**src/rtl/itoa_pkg.sv**
```systemverilog
// Types and constants of the integer to padded ASCII converter.
package itoa_pkg;

  typedef enum logic [1:0] {
    KIND_SDEC = 2'd0,
    KIND_UDEC = 2'd1,
    KIND_HEXL = 2'd2,
    KIND_HEXU = 2'd3
  } kind_t;

  typedef struct packed {
    logic [1:0]  kind;
    logic [63:0] value;
    logic        wide;
    logic [5:0]  pad_width;
    logic        zero_pad;
  } item_t;

  typedef struct packed {
    logic [7:0] char_out;
    logic       last;
  } result_t;

  localparam int NumDigits = 20;
  localparam logic [7:0] ChMinus = 8'h2d;
  localparam logic [7:0] ChZero  = 8'h30;
  localparam logic [7:0] ChSpace = 8'h20;

  function automatic logic [7:0] digit_char(input logic [3:0] d, input logic upper);
    logic [7:0] c;
    if (d < 4'd10) begin
      c = ChZero + {4'b0, d};
    end else if (upper) begin
      c = 8'h41 + {4'b0, d - 4'd10};
    end else begin
      c = 8'h61 + {4'b0, d - 4'd10};
    end
    return c;
  endfunction

endpackage

```
**src/rtl/integer_to_ascii_padded.sv**
```systemverilog
// Sequence per accepted request: shift-add-3 conversion over 64 bits (64-bit decimal), 32 bits
// (32-bit decimal) or none (hex), then normalise, sign, P pad characters and digits,
// where P is the pad character count (0 to 31). Result stalls hold the sequence.
// Throughput: one request at a time, at most one character per cycle from one output register.
// Reset (rst, synchronous) returns the sequencer to idle and empties the output register.
module integer_to_ascii_padded
  import itoa_pkg::*;
#(
  parameter int MAX_WIDTH = 32
) (
  input  logic    clk,
  input  logic    rst,
  input  logic    item_valid,
  output logic    item_stall,
  input  item_t   item,
  output logic    result_valid,
  input  logic    result_stall,
  output result_t result
);

  localparam logic [5:0] MaxW = 6'(MAX_WIDTH);

  typedef enum logic [5:0] {
    S_IDLE  = 6'b000001,
    S_CONV  = 6'b000010,
    S_NORM  = 6'b000100,
    S_SIGN  = 6'b001000,
    S_PAD   = 6'b010000,
    S_DIGIT = 6'b100000
  } state_t;

  state_t      state;
  logic [63:0] mag;
  logic [79:0] bcd;
  logic [5:0]  cnt;
  logic [4:0]  len;
  logic [5:0]  width;
  logic [5:0]  pad_cnt;
  logic        neg;
  logic        upper;
  logic [7:0]  padch;

  logic        accept;
  logic        slot_free;
  logic        emit;
  logic        in_neg;
  logic [63:0] in_mag;
  logic [79:0] bcd_adj;
  logic [5:0]  len_ext;

  assign accept    = item_valid && !item_stall;
  assign slot_free = !result_valid || !result_stall;
  assign item_stall = (state != S_IDLE);
  assign len_ext   = {1'b0, len};
  assign emit      = slot_free && ((state == S_SIGN && neg) ||
                                   (state == S_PAD && pad_cnt != 6'd0) ||
                                   (state == S_DIGIT));

  always_comb begin
    in_neg = 1'b0;
    in_mag = 64'b0;
    if (item.wide) begin
      in_neg = (item.kind == KIND_SDEC) && item.value[63];
      in_mag = in_neg ? (64'b0 - item.value) : item.value;
    end else begin
      in_neg = (item.kind == KIND_SDEC) && item.value[31];
      in_mag = {32'b0, in_neg ? (32'b0 - item.value[31:0]) : item.value[31:0]};
    end
  end

  always_comb begin
    for (int i = 0; i < NumDigits; i++) begin
      bcd_adj[i*4 +: 4] = (bcd[i*4 +: 4] >= 4'd5) ? bcd[i*4 +: 4] + 4'd3 : bcd[i*4 +: 4];
    end
  end

  always_ff @(posedge clk) begin
    if (rst) begin
      state        <= S_IDLE;
      result_valid <= 1'b0;
    end else begin
      if (emit) begin
        result_valid <= 1'b1;
      end else if (!result_stall) begin
        result_valid <= 1'b0;
      end
      case (state)
        S_IDLE: begin
          if (accept) begin
            neg   <= in_neg;
            upper <= (item.kind == KIND_HEXU);
            padch <= item.zero_pad ? ChZero : ChSpace;
            width <= (item.pad_width > MaxW) ? MaxW : item.pad_width;
            len   <= 5'(NumDigits);
            if (item.kind == KIND_HEXL || item.kind == KIND_HEXU) begin
              bcd   <= {16'b0, in_mag};
              state <= S_NORM;
            end else begin
              bcd   <= 80'b0;
              mag   <= item.wide ? in_mag : {in_mag[31:0], 32'b0};
              cnt   <= item.wide ? 6'd63 : 6'd31;
              state <= S_CONV;
            end
          end
        end
        S_CONV: begin
          bcd <= {bcd_adj[78:0], mag[63]};
          mag <= {mag[62:0], 1'b0};
          cnt <= cnt - 6'd1;
          if (cnt == 6'd0) begin
            state <= S_NORM;
          end
        end
        S_NORM: begin
          if (len > 5'd1 && bcd[79:76] == 4'd0) begin
            bcd <= {bcd[75:0], 4'b0};
            len <= len - 5'd1;
          end else begin
            pad_cnt <= (width > len_ext) ? width - len_ext : 6'd0;
            state   <= S_SIGN;
          end
        end
        S_SIGN: begin
          if (!neg) begin
            state <= S_PAD;
          end else if (slot_free) begin
            result.char_out <= ChMinus;
            result.last     <= 1'b0;
            state           <= S_PAD;
          end
        end
        S_PAD: begin
          if (pad_cnt == 6'd0) begin
            state <= S_DIGIT;
          end else if (slot_free) begin
            result.char_out <= padch;
            result.last     <= 1'b0;
            pad_cnt         <= pad_cnt - 6'd1;
          end
        end
        S_DIGIT: begin
          if (slot_free) begin
            result.char_out <= digit_char(bcd[79:76], upper);
            result.last     <= (len == 5'd1);
            bcd             <= {bcd[75:0], 4'b0};
            len             <= len - 5'd1;
            if (len == 5'd1) begin
              state <= S_IDLE;
            end
          end
        end
        default: begin
          state <= S_IDLE;
        end
      endcase
    end
  end

endmodule

```
**config.mk**
```make
export PLATFORM = sky130hd
export DESIGN_NAME = integer_to_ascii_padded
export DESIGN_NICKNAME = d
export VERILOG_FILES = /design/src/rtl/itoa_pkg.sv /design/src/rtl/integer_to_ascii_padded.sv
export SDC_FILE = /design/constraint.sdc
export NUM_CORES = 1
export LEC_CHECK = 0
export BUFFER_PORTS_ARGS = -buffer_cell sky130_fd_sc_hd__buf_4
export CAP_MARGIN = 20
export CELL_PAD_IN_SITES_DETAIL_PLACEMENT = 1
export CELL_PAD_IN_SITES_GLOBAL_PLACEMENT = 2
export CORE_MARGIN = 4
export CORE_UTILIZATION = 30
export CTS_CLUSTER_SIZE = 8
export DETAILED_ROUTE_END_ITERATION = 8
export PLACE_DENSITY_LB_ADDON = 0.1
export SYNTH_ARGS = -nofsm -noshare
export SYNTH_HDL_FRONTEND = slang
export SYNTH_SLANG_ARGS = --single-unit
```
**constraint.sdc**
```tcl
create_clock -name clk -period 8.8 [get_ports clk]
set_input_delay 2.64 -clock clk [delete_from_list [all_inputs] [get_ports clk]]
set_output_delay 2.64 -clock clk [all_outputs]
set_load 0.01 [all_outputs]
```
# Word-level counts from Yosys, hierarchy flattened
# Cells that the tools add are included.
[totals]
ff_bits = 193
in_bits = 78
output_inout_bits = 11
word_cells = 190
[classes]
add_sub_neg = 30
n_lt_le_gt_ge = 24
n_eq_ne = 24
muxes = 67
bitwise = 1
n_reduce_logical = 31
[ops]
columns = ["operator", "count"]
rows = [
  ["two-way mux 64 bit", 6],
  ["case mux 80 bit (4 select lines)", 1],
  ["two-way mux 80 bit", 3],
  ["case mux 64 bit (2 select lines)", 1],
  ["two-way mux 6 bit", 15],
  [">= comparator 4 x 3 -> 1 bit, second input constant", 20],
  ["adder 4 x 2 -> 4 bit, second input constant", 19],
  ["two-way mux 4 bit", 19],
  ["subtractor 1 x 64 -> 64 bit, first input constant", 1],
  ["two-way mux 9 bit", 5],
  ["case mux 6 bit (6 select lines)", 1],
  ["two-way mux 32 bit", 1],
  ["subtractor 1 x 32 -> 32 bit, first input constant", 1],
  ["case mux 9 bit (3 select lines)", 1],
  ["case mux 6 bit (2 select lines)", 2],
  ["two-way mux 5 bit", 4],
  ["!= test 2 bit, second input constant", 10],
  ["adder 7 x 4 -> 8 bit, first input constant", 2],
  ["two-way mux 8 bit", 2],
  ["case mux 5 bit (3 select lines)", 1],
  ["AND reduction 5 bit", 3],
  ["AND reduction 7 bit", 2],
  ["logical NOT 6 bit", 2],
  ["subtractor 6 x 1 -> 6 bit, second input constant", 2],
  ["other kinds (34)", 53],
]

# Longest topological paths before layout
[depth]
ltp_word = 8
mapped_depth = 10

# Worst setup path before layout
# Ideal clock, no wire load.
[synth_timing]
path_type = "input port to flip-flop"
start = "input rst"
end = "register bcd[0], enable pin"
setup_time_ns = 0.566
arrival_time_ns = 7.131
slack_ns = 1.102
path_stages = 4
n_path_buf = 1
path_cell_list = "clkbuf_1 -> nor2_1 -> o211ai_1 -> a31oi_1"
[synth_between]
elab_chain_len = 2
[synth_rtl]
columns = ["item", "line", "text"]
rows = [
  ["start, declared", "integer_to_ascii_padded.sv:12", "input logic rst,"],
  ["NOT 1 bit (no line)", "n/a", ""],
  ["AND reduction 5 bit (no line)", "n/a", ""],
  ["end signal, assigned", "integer_to_ascii_padded.sv:96", "bcd <= {16'b0, in_mag};"],
  ["end signal, assigned", "integer_to_ascii_padded.sv:107", "bcd <= {bcd_adj[78:0], mag[63]};"],
  ["end signal, assigned", "integer_to_ascii_padded.sv:116", "bcd <= {bcd[75:0], 4'b0};"],
  ["end, declared", "integer_to_ascii_padded.sv:34", "logic [79:0] bcd;"],
]
# Every way passes these cells.
# A chain may end at the register's enable or synchronous reset.

# Worst setup path after layout
[layout_timing]
start = "input item[13] (netlist name)"
end = "register mag[61] (data pin)"
[layout_between]
elab_chain_len = 7
word_cells_on_any_way = 9
[layout_rtl]
columns = ["item", "line", "text"]
rows = [
  ["start, declared", "integer_to_ascii_padded.sv:15", "input item_t item,"],
  ["subtractor 1 x 64 -> 64 bit or subtractor 1 x 32 -> 32 bit (tied branches)", "integer_to_ascii_padded.sv:64, integer_to_ascii_padded.sv:67", ""],
  ["two-way mux 64 bit or two-way mux 32 bit (tied branches)", "integer_to_ascii_padded.sv:64, integer_to_ascii_padded.sv:67", ""],
  ["two-way mux 64 bit *", "integer_to_ascii_padded.sv:62", "if (item.wide) begin"],
  ["two-way mux 64 bit *", "integer_to_ascii_padded.sv:100", "mag <= item.wide ? in_mag : {in_mag[31:0], 32'b0};"],
  ["two-way mux 64 bit *", "integer_to_ascii_padded.sv:95", "if (item.kind == KIND_HEXL || item.kind == KIND_HEXU) begin"],
  ["two-way mux 64 bit *", "integer_to_ascii_padded.sv:89", "if (accept) begin"],
  ["case mux 64 bit (2 select lines) *", "integer_to_ascii_padded.sv:87", "case (state)"],
  ["end signal, assigned", "integer_to_ascii_padded.sv:100", ""],
  ["end signal, assigned", "integer_to_ascii_padded.sv:108", "mag <= {mag[62:0], 1'b0};"],
  ["end, declared", "integer_to_ascii_padded.sv:33", "logic [63:0] mag;"],
]
# Every way passes the cells marked *; elsewhere a longest branch is shown, timed or not. The select of a mux whose other input is x is not followed.

==> impl_metrics.csv <==
group,metric,value,unit
yosys,synthCells,1484,
timing,finalSetupTns,0,ns
timing,fin_crit_sh,60.4,%
global_route,grt_start_max_net_pins,104,
worst_setup_path,cp.arrival,5.50,ns
routing,vias_per_cell,5.48,
power_and_ir_drop,power_frac_clock,27.9,%
timing,skew,0.0169,ns
global_route,grt_pass1_vias,11600,
yosys,yosysWarnings,0,
clock_tree,numCtsBuffers,17,
yosys,ys.flop_type,"edfxtp_1",
clock_tree,cts_tree,"built",
floorplanning,initial_core_util,30.6,%
worst_setup_path,critPathLaunch,"item[13]",
power_and_ir_drop,p_per_area,185,nW/um^2
final_layout,drive_gt1_share,10.4,%
placement,pre_cts_slack,3.01,ns
run,maxCapViolCount,0,
routing,drt-initial-drc-count,764,
timing,max_freq,188,MHz
yosys,ys_seq_area_share,41.2,%
yosys,ys_types,76,
timing,slew_headroom,25.9,%
routing,drtAntennaViolNets,0,
worst_setup_path,worstSetupPathType,"input pin to register",
timing,worst_pin_slew,1.10,ns
power_and_ir_drop,sw_frac_of_total,35.1,%
clock_tree,clk_pin_slew_worst_paths,0.07,ns
worst_setup_path,rr_worst_depth,8,
yosys,synth_area_leaders,"edfxtp_1 40%, xnor2_1 6.1%, ha_1 5.2%",
floorplanning,rows,76,
yosys,avgSynthCellArea,8.97,sq um
yosys,syn_area,13300,sq um
floorplanning,io-pin-count,89,
timing,hold_violations,0,
final_layout,antenna_cells,0,
worst_setup_path,worst_setup_path_start_kind,"input pin",
worst_hold_path,min_from,"mag[22]",
final_layout,utilization,34.7,%
worst_hold_path,hold_depth,2,
yosys,synth_seq_cells,185,
routing,drc_errors,0,
floorplanning,dieArea,47800,sq um
status,outcome,"complete, no violations",
power_and_ir_drop,p_switching,0.979,mW
worst_setup_path,required,8.99,ns
final_layout,final_net_count,1647,
power_and_ir_drop,p_int,1.81,mW
routing,avgRoutedWirePerCell,22.5,microns
final_layout,area_growth,13.2,%
placement,dp_cells,2078,
placement,dp_hpwl,33700,microns
clock_tree,cts_setup_buffers,0,
worst_setup_path,r2r_start,"state[5]",
worst_hold_path,min_path_type,"register to register",
global_route,grt_use_total,20.0,%
yosys,async_flop_share,0,%
power_and_ir_drop,peakVddDrop,0.000141,V
clock_tree,clk_latency,0.50,ns
yosys,synth_top_area_cell,"edfxtp_1",
clock_tree,hold_buffers,0,
timing,fin_crit,5.31,ns
timing,slew_viol_final,0,
clock_tree,htreeDepth,4,
worst_setup_path,cp_max_fo,8,
global_route,antenna_found_initial,0,
floorplanning,die_h,219,microns
yosys,synth_top_area_share,40.2,%
routing,first_pass_iters,5,
routing,vias,11600,
floorplanning,die_x,219,microns
placement,gp_congestion,0.803,
power_and_ir_drop,leakagePower,5.22,nW
floorplanning,design.core.area,43500,sq um
worst_setup_path,end_kind,"register",
yosys,syn-num-nets,1618,
yosys,synth.top_cells.by_count,"178 x edfxtp_1, 139 x nand2_1, 137 x o21ai_0",
clock_tree,post_cts_resized,0,
yosys,yosysMostFrequentCell,"edfxtp_1",
power_and_ir_drop,p_comb_share,27.0,%
routing,detail_route.wirelength,47500,microns
power_and_ir_drop,p_seq_share,45.1,%
yosys,synth_edf_count,178,
clock_tree,cts_num_sinks,185,
timing,final.setup.worst_slack,3.49,ns
global_route,grt_pass1_wl,72400,microns
placement,io_buffer_count,87,
clock_tree,clock_path_buffers,2,
clock_tree,root_buffer,"clkbuf_16",
timing,finalSetupViolations,0,
global_route,grt_overflow,0,
final_layout,layoutNonFillerInstCount,2111,
timing,rsz0062_at_grt,"no",
-- power by group through the flow --
stage	Combinational, mW	Clock, mW	Sequential (mW)
after global routing	0.853	0.840	1.28
after floorplan	0.523	0	1.25
after detailed placement	0.762	0	1.28
after CTS	0.767	0.811	1.26
after global placement	0.754	0	1.28
final	0.754	0.780	1.26
-- cell families after synthesis --
logic type | Yosys count | synth area share (%)
other | 1 | 0.0282
adder cells (fa/ha/maj) | 56 | 5.32
XOR/XNOR | 135 | 8.89
AO/OA/AOI/OAI | 430 | 20.2
AND/OR/NAND/NOR | 498 | 18.7
flip-flops | 185 | 41.2
buffers and inverters | 170 | 4.93
multiplexers | 9 | 0.686
-- flip-flops by register name, summed over array words and instances, names as in the netlist --
signal        cells
width             6
upper             1
neg               1
mag              64
cnt               6
result_valid      1
padch             1
state             6
pad_cnt           6
len               5
result            8
bcd              80
-- cell type report --
type                    instances  area (sq um)
flip-flops and latches        185          5490
inverters                      70           263
repair buffers                110           833
fillers                      5067         28400
multi-input cells            1129          7200
clock inverters                10          65.1
well taps                     585           732
clock buffers                  22           487
-- layer usage --
metal / global-route usage, % / share of wire [%] / up-vias
li1: - / - / 5519
met1: 27.0 / 47 / 5787
met2: 32.8 / 47 / 220
met3: 3.45 / 3.4 / 43
met4: 6.51 / 2.3 / 0
met5: 0 / 0 / -
-- layout by cell type (no fill, tap or decap), drive strengths merged, types with 7 or more instances in the layout --
cell type / instances
or4: 13
o21ai: 138
mux2i: 8
or3: 13
a21oi: 117
edfxtp: 178
and2: 8
dfxtp: 7
o41ai: 7
o221ai: 13
a221o: 13
nand4: 13
buf: 110
ha: 55
nand2b: 26
o22ai: 21
xor2: 43
o31ai: 8
a31oi: 19
nor2: 126
nor3: 45
a22oi: 29
clkbuf: 22
inv: 74
nand3: 27
nor2b: 15
and3: 7
nand2: 139
nor4: 19
xnor2: 92
nor3b: 29
-- stage by stage --
| stage | hold slack, ns | power, mW | instance area (sq um) |
|---|---|---|---|
| after global placement | 0.503 | 2.03 | 14500 |
| after detailed placement | 0.509 | 2.04 | 14500 |
| after CTS | 0.530 | 2.84 | 15100 |
| after floorplan | 0.484 | 1.77 | 13300 |
| after global routing | 0.544 | 2.97 | 15100 |
| final | 0.527 | 2.79 | 15100 |
-- worst max-delay path, stage by stage --
cell and delay (ns):
buf_4 0.14, nor4_2 0.69, nand3_1 0.40, or4_1 0.90
or3b_1 0.48, mux2i_1 0.15, a221oi_1 0.08
-- worst paths after layout --
| check | endpoint | slack, ns |
|---|---|---|
| setup / recovery | mag[61] | 3.49 |
| hold / removal | mag[23] | 0.53 |
| setup reg to reg | bcd[44] | 5.05 |
| hold reg to reg | mag[23] | 0.53 |
Note: power is estimated with default switching activity, not from simulation.
